File: config.mk
export PLATFORM = sky130hd
export DESIGN_NAME = pmm_cell
export DESIGN_NICKNAME = d
export VERILOG_FILES = /design/src/sv/pmm_pkg.sv /design/src/sv/pmm_cell.sv
export SDC_FILE = /design/constraint.sdc
export NUM_CORES = 1
export LEC_CHECK = 0
export BUFFER_PORTS_ARGS = -buffer_cell sky130_fd_sc_hd__buf_2
export CAP_MARGIN = 25
export CORE_UTILIZATION = 45
export CTS_BUF_LIST = sky130_fd_sc_hd__clkbuf_4
export CTS_CLUSTER_DIAMETER = 40
export DETAILED_ROUTE_END_ITERATION = 7
export GPL_TIMING_DRIVEN = 0
export MAX_ROUTING_LAYER = met4
export PLACE_DENSITY = 0.69
export SYNTH_ARGS = -nofsm -noshare
export SYNTH_HDL_FRONTEND = slang
export SYNTH_SLANG_ARGS = --single-unit
File: constraint.sdc
create_clock -name clk -period 3.5 [get_ports clk]
set_input_delay 0.7 -clock clk [delete_from_list [all_inputs] [get_ports clk]]
set_output_delay 0.7 -clock clk [all_outputs]
set_load 0.005 [all_outputs]
File: src/sv/pmm_pkg.sv
// ----------------------------------------------------------------------------
// pmm_pkg: shared definitions for the packed int8/int4 systolic matmul
// Array size, field widths, register map, cell word type, the controller
// state type and the packed cell product.
// ----------------------------------------------------------------------------
package pmm_pkg;

	localparam int LANES    = 8;
	localparam int ACC_W    = 48;
	localparam int LEN_W    = 13;
	localparam int IDX_W    = 3;
	localparam int BYTE_W   = 8;
	localparam int CFG_ADDR_W = 3;
	localparam int CFG_DATA_W = 32;

	localparam logic [LEN_W-1:0] SUM_LENGTH_RESET = 13'd768;

	// Register select is the word address bit of paddr.
	localparam logic REG_SUM_LENGTH = 1'b0;

	// Word that travels along a row of cells together with the A byte.
	typedef struct packed {
		logic                     valid;
		logic                     last;
		logic signed [BYTE_W-1:0] data;
	} a_flow_t;

	typedef enum logic [1:0] {
		ST_RUN,
		ST_FLUSH,
		ST_DRAIN
	} pmm_state_t;

	// Product of a signed byte with the packed B byte (signed high nibble at
	// bit 13, unsigned low nibble at bit 0). Bits 24:13 of the product land at
	// bit 24 of the result and bits 11:0 at bit 0; bit 12 is dropped.
	function automatic logic [ACC_W-1:0] cell_term(logic signed [BYTE_W-1:0] a,
		logic [BYTE_W-1:0] b);
		logic signed [16:0] pb;
		logic signed [24:0] p;
		pb = {b[7:4], 9'b0, b[3:0]};
		p  = a * pb;
		return {12'b0, p[24:13], 12'b0, p[11:0]};
	endfunction

endpackage

File: src/sv/pmm_cell.sv
// ----------------------------------------------------------------------------
// pmm_cell: one processing cell of the output-stationary array
// Accumulates the packed product of the A word from the left and the B byte
// from above, passes both on, and parks its tile sum in a shift chain.
// ----------------------------------------------------------------------------
module pmm_cell (
	input  logic                      clk,
	input  logic                      arst_n,
	input  pmm_pkg::a_flow_t          a_in,
	input  logic [pmm_pkg::BYTE_W-1:0] b_in,
	output pmm_pkg::a_flow_t          a_out,
	output logic [pmm_pkg::BYTE_W-1:0] b_out,
	input  logic                      shift_en,
	input  logic [pmm_pkg::ACC_W-1:0] shift_in,
	output logic [pmm_pkg::ACC_W-1:0] res
);
	import pmm_pkg::*;

	a_flow_t            a_q;
	logic [BYTE_W-1:0]  b_q;
	logic [ACC_W-1:0]   acc_q;
	logic [ACC_W-1:0]   res_q;
	logic [ACC_W-1:0]   acc_sum;

	assign acc_sum = acc_q + cell_term(a_in.data, b_in);

	always_ff @(posedge clk or negedge arst_n) begin
		if (!arst_n) begin
			a_q   <= '0;
			acc_q <= '0;
		end else begin
			a_q <= a_in;
			if (a_in.valid) begin
				// The closing word of a tile starts the next tile from zero.
				acc_q <= a_in.last ? '0 : acc_sum;
			end
		end
	end

	always_ff @(posedge clk) begin
		b_q <= b_in;
		if (a_in.valid && a_in.last) begin
			res_q <= acc_sum;
		end else if (shift_en) begin
			res_q <= shift_in;
		end
	end

	assign a_out = a_q;
	assign b_out = b_q;
	assign res   = res_q;

endmodule

-- After elaboration in Yosys (flattened, before gate mapping)
Cells that the tools add are included.
- register bits: 114
- latch bits: 0
- RAM bits: 0
- ROM bits: 0
- bits of input ports: 69
- output and inout port bits: 66
- logic and storage cells: 13
- memories: 0
- add/sub/neg operators: 1
- multiply operators: 1
- divide/modulo/power cells: 0
- $lt $le $gt $ge: 0
- eq/ne operators: 0
- shifts and indexed selects: 0
- mux-type cells: 3
- bitwise gates (word level): 0
- reductions and logical operators: 2
- operators by type and width (cell ; count):
    $mux 48 ; 3
    $add 48x36->48 ; 1
    $mul 8x17->25 ; 1
    $reduce_bool 2->1 ; 1
    $logic_and 1x1->1 ; 1

-- Logic depth before layout (Yosys ltp)
Gate-level depths: netlist (run 1).
- depth after elaboration: 3
- mapped depth: 27
- depth with buffers taken out: 25

-- Worst setup path before layout (run 1)
No wires, ideal clock.
- path type: input to register
- start: input a_in[0] in the netlist's numbering
- end: register acc_q[47]
- setup time: 124 ps
- data arrival time: 6453 ps
- data required time: 3376 ps
- setup slack: -3077 ps
- cell stages on the path: 24
- path buffers: 1
- cell sequence: and2_1 > ha_1 > inv_1 > fa_1 > inv_1 > fa_1 > inv_1 > fa_1 > inv_1 > ha_1 > a21o_1 > or3_1 > a211oi_1 > nor2_1 > xnor2_1 > ha_1 > nand3_1 > or2_1 > or3_4 > a2111oi_4 > nor3_2 > buf_6 > o211a_1 > a211o_1
- longest elaborated chain between the ends: 3
- ends and longest elaborated chain (what ; RTL line ; source):
    from (decl) ; pmm_cell.sv:9 ; input pmm_pkg::a_flow_t a_in,
    $mul 8x17->25 ; pmm_pkg.sv:42 ; p = a * pb;
    $add 48x36->48 ; pmm_cell.sv:25 ; assign acc_sum = acc_q + cell_term(a_in.data, b_in);
    $mux 48 ; pmm_cell.sv:35 ; acc_q <= a_in.last ? '0 : acc_sum;
    to (signal assigned) ; pmm_cell.sv:35 ;
    to (decl) ; pmm_cell.sv:21 ; logic [ACC_W-1:0] acc_q;
Every way passes these cells.
A chain may end at the register's enable or synchronous reset.

-- Worst setup path after layout (run 1)
- start: input a_in[1] in the netlist's numbering
- end: register res_q[44], in the netlist res[44], data pin
- longest elaborated chain between the ends: 3
- ends and longest elaborated chain (what ; RTL line ; source):
    $mul 8x17->25 ; pmm_pkg.sv:42 ;
    $add 48x36->48 ; pmm_cell.sv:25 ;
    $mux 48 ; pmm_cell.sv:42 ; if (a_in.valid && a_in.last) begin
    to (signal assigned) ; pmm_cell.sv:43 ; res_q <= acc_sum;
    to (signal assigned) ; pmm_cell.sv:45 ; res_q <= shift_in;
    to (decl) ; pmm_cell.sv:22 ; logic [ACC_W-1:0] res_q;
Every way passes these cells.

==> results of run 1 <==
[metal layers]
| metal | part of all wire | routed length (um) | vias to the layer above |
|---|---|---|---|
| met4 | 0.053 | 1613 | 0 |
| met3 | 0.060 | 1843 | 144 |
| met5 | 0 | 0 | - |
| met1 | 0.40 | 12120 | 4377 |
| li1 | - | - | 4050 |
| met2 | 0.49 | 14960 | 442 |
[report_power, final]
part / total [mW] / switching, mW / internal [mW] / leakage [nW]
combinational: 10.5 / 5.58 / 4.93 / 4.61
clock: 0.979 / 0.601 / 0.378 / 0.140
sequential: 1.79 / 0.124 / 1.66 / 1.32
total: 13.3 / 6.31 / 6.97 / 6.06
[cells in the mapped netlist, types with 4 or more instances]
| cell type | number |
|---|---|
| a31o_2 | 5 |
| nor2_1 | 36 |
| nor3_1 | 10 |
| nand4_1 | 6 |
| inv_1 | 112 |
| ha_1 | 91 |
| or3_1 | 8 |
| nand2b_1 | 11 |
| a21oi_1 | 44 |
| a31oi_1 | 13 |
| xor2_1 | 21 |
| o211ai_1 | 7 |
| clkbuf_1 | 22 |
| o31ai_1 | 13 |
| fa_1 | 48 |
| a211oi_1 | 7 |
| o21bai_1 | 7 |
| o21a_1 | 5 |
| nand3_1 | 22 |
| a21o_1 | 14 |
| and2_1 | 44 |
| nor2b_1 | 12 |
| o2bb2ai_1 | 17 |
| nand2_1 | 106 |
| xnor2_1 | 41 |
| dfxtp_1 | 8 |
| edfxtp_1 | 48 |
| and4_1 | 4 |
| dfrtp_1 | 58 |
| and3_1 | 9 |
| o21ai_0 | 84 |
[cells by family after synthesis]
kind of cell	after synthesis	synth area share
simple gates	280	0.1485
compound gates	253	0.1779
buf+inv	142	0.05894
fa+ha+maj	139	0.2253
flops	114	0.3276
xor+xnor	62	0.05827
mux	3	0.003491
[area by class of cell]
cell class	instances	area, um2
inverters	113	437.9
fillers	1434	6402
repair buffers	265	2077
clock buffers	20	150.1
multi-input cells	737	7599
flip-flops and latches	114	3053
clock inverters	12	111.4
well taps	270	337.8
plain buffers	28	131.4
[state kept, by name (all words and copies together) (netlist names)]
signal	flops
a_out	10
b_out	8
acc_q	48
res	48
[worst max-delay path, cell delays in order]
cell	delay [ps]
buf_12	110
and2_4	160
ha_4	250
buf_4	160
fa_1	490
fa_1	490
inv_1	50
fa_1	540
inv_1	70
ha_4	260
nor2b_2	170
nor4b_4	300
a211oi_4	120
o41ai_2	340
xnor2_1	170
ha_1	400
a21o_4	280
a21o_1	200
a221oi_4	380
nand2_2	140
o2111ai_2	200
xor2_1	240
o21ai_1	80
[worst min-delay path by stage]
stage | from | to | slack (ps)
2_1_floorplan | arst_n | a_out[0] | 400
3_3_place_gp | acc_q[27] | acc_q[27] | 470
3_5_place_dp | acc_q[27] | acc_q[27] | 480
4_1_cts | arst_n | acc_q[43] | 240
5_1_grt | b_in[0] | b_out[0] | 200
6_report | arst_n | acc_q[33] | 220
[what timing repair did]
action                                 4_1_cts  5_1_grt
gates resized for setup                    224      166
cloned                                       0        1
pin swaps                                  102      103
setup buffers                               85       62
setup endpoints to repair                   85       85
endpoints found under the hold margin        0        0
==> run_results.csv, run 1 <==
group,metric,value,unit
setup_path,cp.required,3830,ps
setup_path,timing.rr.start,"acc_q[2]",
setup_path,arrival,6300,ps
synth,yosys_warnings,0,
die,fp.dieW,145.9,um
routing,totalWireLength,30.55,mm
cells_and_area,area_delta_synth_final,49.13,%
synth,yosysTopAreaCell,"dfrtp_1",
synth,synth-main-ff-cell,"dfrtp_1",
clocking,clk_pin_slew,140,ps
setup_path,r2r_cells,10,
die,start_util,0.4591,
clocking,cts_tree,"yes",
timing,final-setup-viol-count,84,
flow_run,maxCapViolCount,0,
timing,fmax,167.5,MHz
setup_path,endpoint,"res[44]",
cells_and_area,final_common_cell,"buf_2",
clocking,worstSkewPairLatency,600,ps
cells_and_area,drive_gt1_frac,0.4407,
die,die_area,21290,um2
worst_hold_path,min_path_type,"in2async",
die,rows,52,
cells_and_area,post-route-util,0.6846,
clocking,cts_root_buffer,"clkbuf_4",
clocking,clock_path_buffers,2,
timing,relSlewSlack,0.3090,
timing,finalHoldViolCount,0,
routing,via_per_inst,5.781,
grt,first_global_vias,8719,
grt,top_usage_layer,"met2",
setup_path,path_class,"in2reg",
synth,ys_seq_area_frac,0.3276,
power_and_ir_drop,powerDensity,955.2,nW/um2
routing,drc,0,
clocking,cts_hold_buf,0,
grt,gr-usage-met3,0.05266,
timing,tns,-149500,ps
timing,layout_setup_ws,-2471,ps
synth,syn_nets,1201,
setup_path,regToRegSetupSlack,390,ps
die,die_height,145.9,um
timing,finalCritPeriodShare,1.706,
synth,synthTopCellsByArea,"dfrtp_1 16%, edfxtp_1 15%, ha_1 12%",
routing,dr.pass1.iters,5,
routing,ant_nets,0,
routing,dr.first_iter.drc_count,653,
synth,synth_cells,993,
cells_and_area,final_cell_mix,"119 x buf_2, 99 x inv_1, 85 x nand2_1, 73 x buf_4, 65 x buf_6",
power_and_ir_drop,ir_drop,0.8940,mV
setup_path,r2r_end,"acc_q[45]",
timing,finalCriticalPeriod,5971,ps
timing,fin_skew,27.17,ps
routing,wire_per_inst,19.59,um
run_status,run_status,"finished with violations",
grt,grt_use_met1,0.3177,
clocking,clock-sinks,114,
timing,worst_pin_slew,1036,ps
power_and_ir_drop,total_power,13.28,mW
die,core-area,20300,um2
synth,synth_edf_count,48,
timing,rsz0062_at_grt,"yes",
die,ios,135,
synth,post_synth.cell_area_avg,9.385,um2
timing,final_max_slew_viol_count,0,
synth,async_flop_share,0.5088,
synth,ys_types,73,
grt,grt_antenna_before_repair,0,
cells_and_area,fin_cells,1559,
setup_path,crit_start,"a_in[1]",
synth,netlist_area,9319,um2
placed_design,place_inst,1398,
placed_design,pre_cts_ws,-3373,ps
grt,grt_overflow,0,
setup_path,cp-end-kind,"register",
placed_design,io_buffer_count,134,
power_and_ir_drop,p_leak,6.062,nW
placed_design,place.gp.congestion,0.9261,
grt,track_usage,0.2697,
cells_and_area,final_area,13900,um2
grt,grt_max_degree,59,
grt,grt_pass1_wl,43.96,mm
timing,hold_slack,217.4,ps
synth,synth_top_area_frac,0.1557,
cells_and_area,antennaDiodeCount,0,
synth,ys_ff_latch,114,
placed_design,placed_area,10820,um2
setup_path,cp-start-kind,"primary input",
grt,grtUsageMet2,0.4457,
setup_path,crit_fanout,9,
clocking,cts_max_level,4,
clocking,cts_buffers,17,
cells_and_area,nets,1484,
routing,vias,9013,
run_status,violations,"setup timing",
placed_design,hpwl,18.10,mm
(Power assumes the default switching activity.)
==> inputs of run 2 (changes only) <==
CORE_MARGIN = 3   (was not set)
==> run 2 against run 1 <==
Against the previous run:
- the run still ends with setup timing left
- clock power grew 9%
- non-clock buffer count down 22
- fmax is 0.55% lower
- setup slack got worse by 33 ps
- count of clock-buffer cells in the layout fell by 1
- first-iteration DRC count decreased by 0.92%
- sequential share of layout area grew 0.29 points
- wire length up 0.14%
- global-route usage fell by 2.4 points
- hold slack gained 1.4 ps
- highest routed layer unchanged
==> run_results.csv, run 2 (same netlist as run 1, synthesis figures left out) <==
group,metric,value,unit
run_status,run_status,"finished with violations",
run_status,violations,"setup timing",
flow_run,maxCapViolCount,0,
setup_path,slowest_delay,500,ps
setup_path,cp-start-kind,"primary input",
grt,grt_antenna_before_repair,1,
grt,first_global_vias,8376,
cells_and_area,area_delta_synth_final,47.15,%
setup_path,crit_top_cell,"fa_1",
power_and_ir_drop,seq_power_share,0.138,
routing,wire_per_inst,19.90,um
cells_and_area,fin_cells,1537,
timing,fin_skew,38.71,ps
die,rows,52,
routing,totalWireLength,30.59,mm
placed_design,placed_area,10820,um2
clocking,cts_buffers,17,
routing,route.met3.wl,1.873,mm
routing,vias,8812,
setup_path,regToRegSetupSlack,400,ps
die,core-area,20300,um2
setup_path,endpoint,"res[44]",
placed_design,place_inst,1398,
clocking,cts_root_buffer,"clkbuf_4",
power_and_ir_drop,pwr-share-clk,0.082,
power_and_ir_drop,power_frac_comb,0.780,
timing,finalCriticalPeriod,6004,ps
placed_design,hpwl,18.45,mm
timing,finalCritPeriodShare,1.715,
power_and_ir_drop,p_switching,6.186,mW
routing,drc,0,
die,die_area,22470,um2
die,die_height,149.9,um
timing,final_max_slew_viol_count,0,
setup_path,r2r_cells,11,
clocking,cts_tree,"yes",
routing,ant_nets,0,
power_and_ir_drop,swShare,0.4745,
cells_and_area,final_area,13710,um2
timing,worst_pin_slew,1070,ps
setup_path,cp_slowest_cell,"fa_1",
timing,finalHoldViolCount,0,
power_and_ir_drop,p_leak,5.991,nW
worst_hold_path,min_path_type,"in2async",
routing,dr.pass1.iters,5,
cells_and_area,final_common_cell,"buf_2",
power_and_ir_drop,total_power,13.04,mW
die,ios,135,
grt,grt_pass1_wl,42.41,mm
routing,m1WireLength,11.99,mm
timing,layout_setup_ws,-2504,ps
clocking,clock_path_buffers,2,
setup_path,arrival,6330,ps
placed_design,pre_cts_ws,-3371,ps
power_and_ir_drop,ir_drop,0.7777,mV
setup_path,cp.required,3830,ps
clocking,cts_max_level,4,
cells_and_area,nets,1462,
timing,final-setup-viol-count,84,
setup_path,r2r_end,"acc_q[47]",
routing,dr.first_iter.drc_count,647,
routing,top_layer,"met4",
clocking,clk_pin_slew,110,ps
placed_design,place.gp.congestion,0.8975,
grt,grt_overflow,0,
setup_path,crit_fanout,6,
cells_and_area,final_cell_mix,"119 x buf_2, 89 x inv_1, 87 x nand2_1, 66 x ha_1, 60 x buf_4",
power_and_ir_drop,powerDensity,950.7,nW/um2
clocking,worstSkewPairLatency,590,ps
grt,grt_max_degree,59,
setup_path,crit_start,"a_in[0]",
timing,fmax,166.6,MHz
grt,track_usage,0.2460,
die,fp.dieW,149.9,um
timing,rsz0062_at_grt,"yes",
cells_and_area,drive_gt1_frac,0.4360,
setup_path,timing.rr.start,"acc_q[3]",
routing,via_per_inst,5.733,
setup_path,path_class,"in2reg",
setup_path,cp-end-kind,"register",
routing,route.met2.wl,14.93,mm
power_and_ir_drop,intPower,6.852,mW
cells_and_area,post-route-util,0.6755,
clocking,cts_hold_buf,0,
clocking,clock-sinks,114,
placed_design,io_buffer_count,134,
die,start_util,0.4591,
timing,relSlewSlack,0.2869,
-- run 2: cell types whose count changed in the layout (fill, tap and decap cells not counted), moves of 3 or more --
cell     before  now
buf_4        73   60
inv_1        99   89
buf_6        65   56
inv_2        11   20
ha_1         61   66
ha_2          6    3
xnor2_1      24   21
xnor2_2      12   15
-- run 2: routing by layer --
| layer | up-vias | GRT usage |
|---|---|---|
| li1 | 4014 | - |
| met1 | 4216 | 0.3031 |
| met2 | 442 | 0.3976 |
| met3 | 140 | 0.04512 |
| met4 | 0 | 0.1066 |
| met5 | - | - |
-- run 2: how the worst min path moves through the flow --
| stage | from | to | slack (ps) | depth (start not counted) |
|---|---|---|---|---|
| CTS | b_in[0] | b_out[0] | 220 | 1 |
| finish | arst_n | a_out[3] | 220 | 1 |
| floorplan | arst_n | a_out[0] | 400 | 0 |
| global route | b_in[0] | b_out[0] | 210 | 1 |
| global placement | acc_q[27] | acc_q[27] | 470 | 1 |
| detailed placement | acc_q[27] | acc_q[27] | 480 | 1 |
-- run 2: what timing repair did --
action	4_1_cts	5_1_grt
endpoints found under the setup margin	86	85
resized for setup	181	192
buffers inserted	66	47
gates cloned	1	0
pin swaps	105	125
-- run 2: area by class of cell --
type / count / area [um2]
plain buffers: 29 / 141.4
clock inverters: 12 / 142.6
flip-flops and latches: 114 / 3053
multi-input cells: 737 / 7609
inverters: 113 / 435.4
repair buffers: 242 / 1849
clock buffers: 19 / 142.6
well taps: 270 / 337.8
fillers: 1467 / 6586
diodes: 1 / 2.502
-- run 2: power groups by stage --
stage          sequential [mW]  combinational [mW]  clock (mW)
2_1_floorplan             1.79                4.35           0
3_3_place_gp              1.78                5.56           0
3_5_place_dp              1.79                5.64           0
4_1_cts                   1.76                7.31        1.05
5_1_grt                   1.82                10.7        1.12
6_report                  1.80                10.2        1.07
-- run 2: per-stage QoR --
step	TNS [ps]	hold WS, ps
after floorplan	-148590	404.4
after global placement	-232930	473.8
after detailed placement	-211720	483.0
after CTS	-143610	224.9
after global routing	-162650	208.0
final	-150850	218.8
-- run 2: critical path: cells and delay by family --
family | cells | cell delay [ps]
xor gates and xnor gates | 2 | 430
adders and majority gates | 6 | 2400
AOI/OAI and AO/OA | 6 | 1310
and+or+nand+nor | 6 | 1200
buffers and inverters | 5 | 290
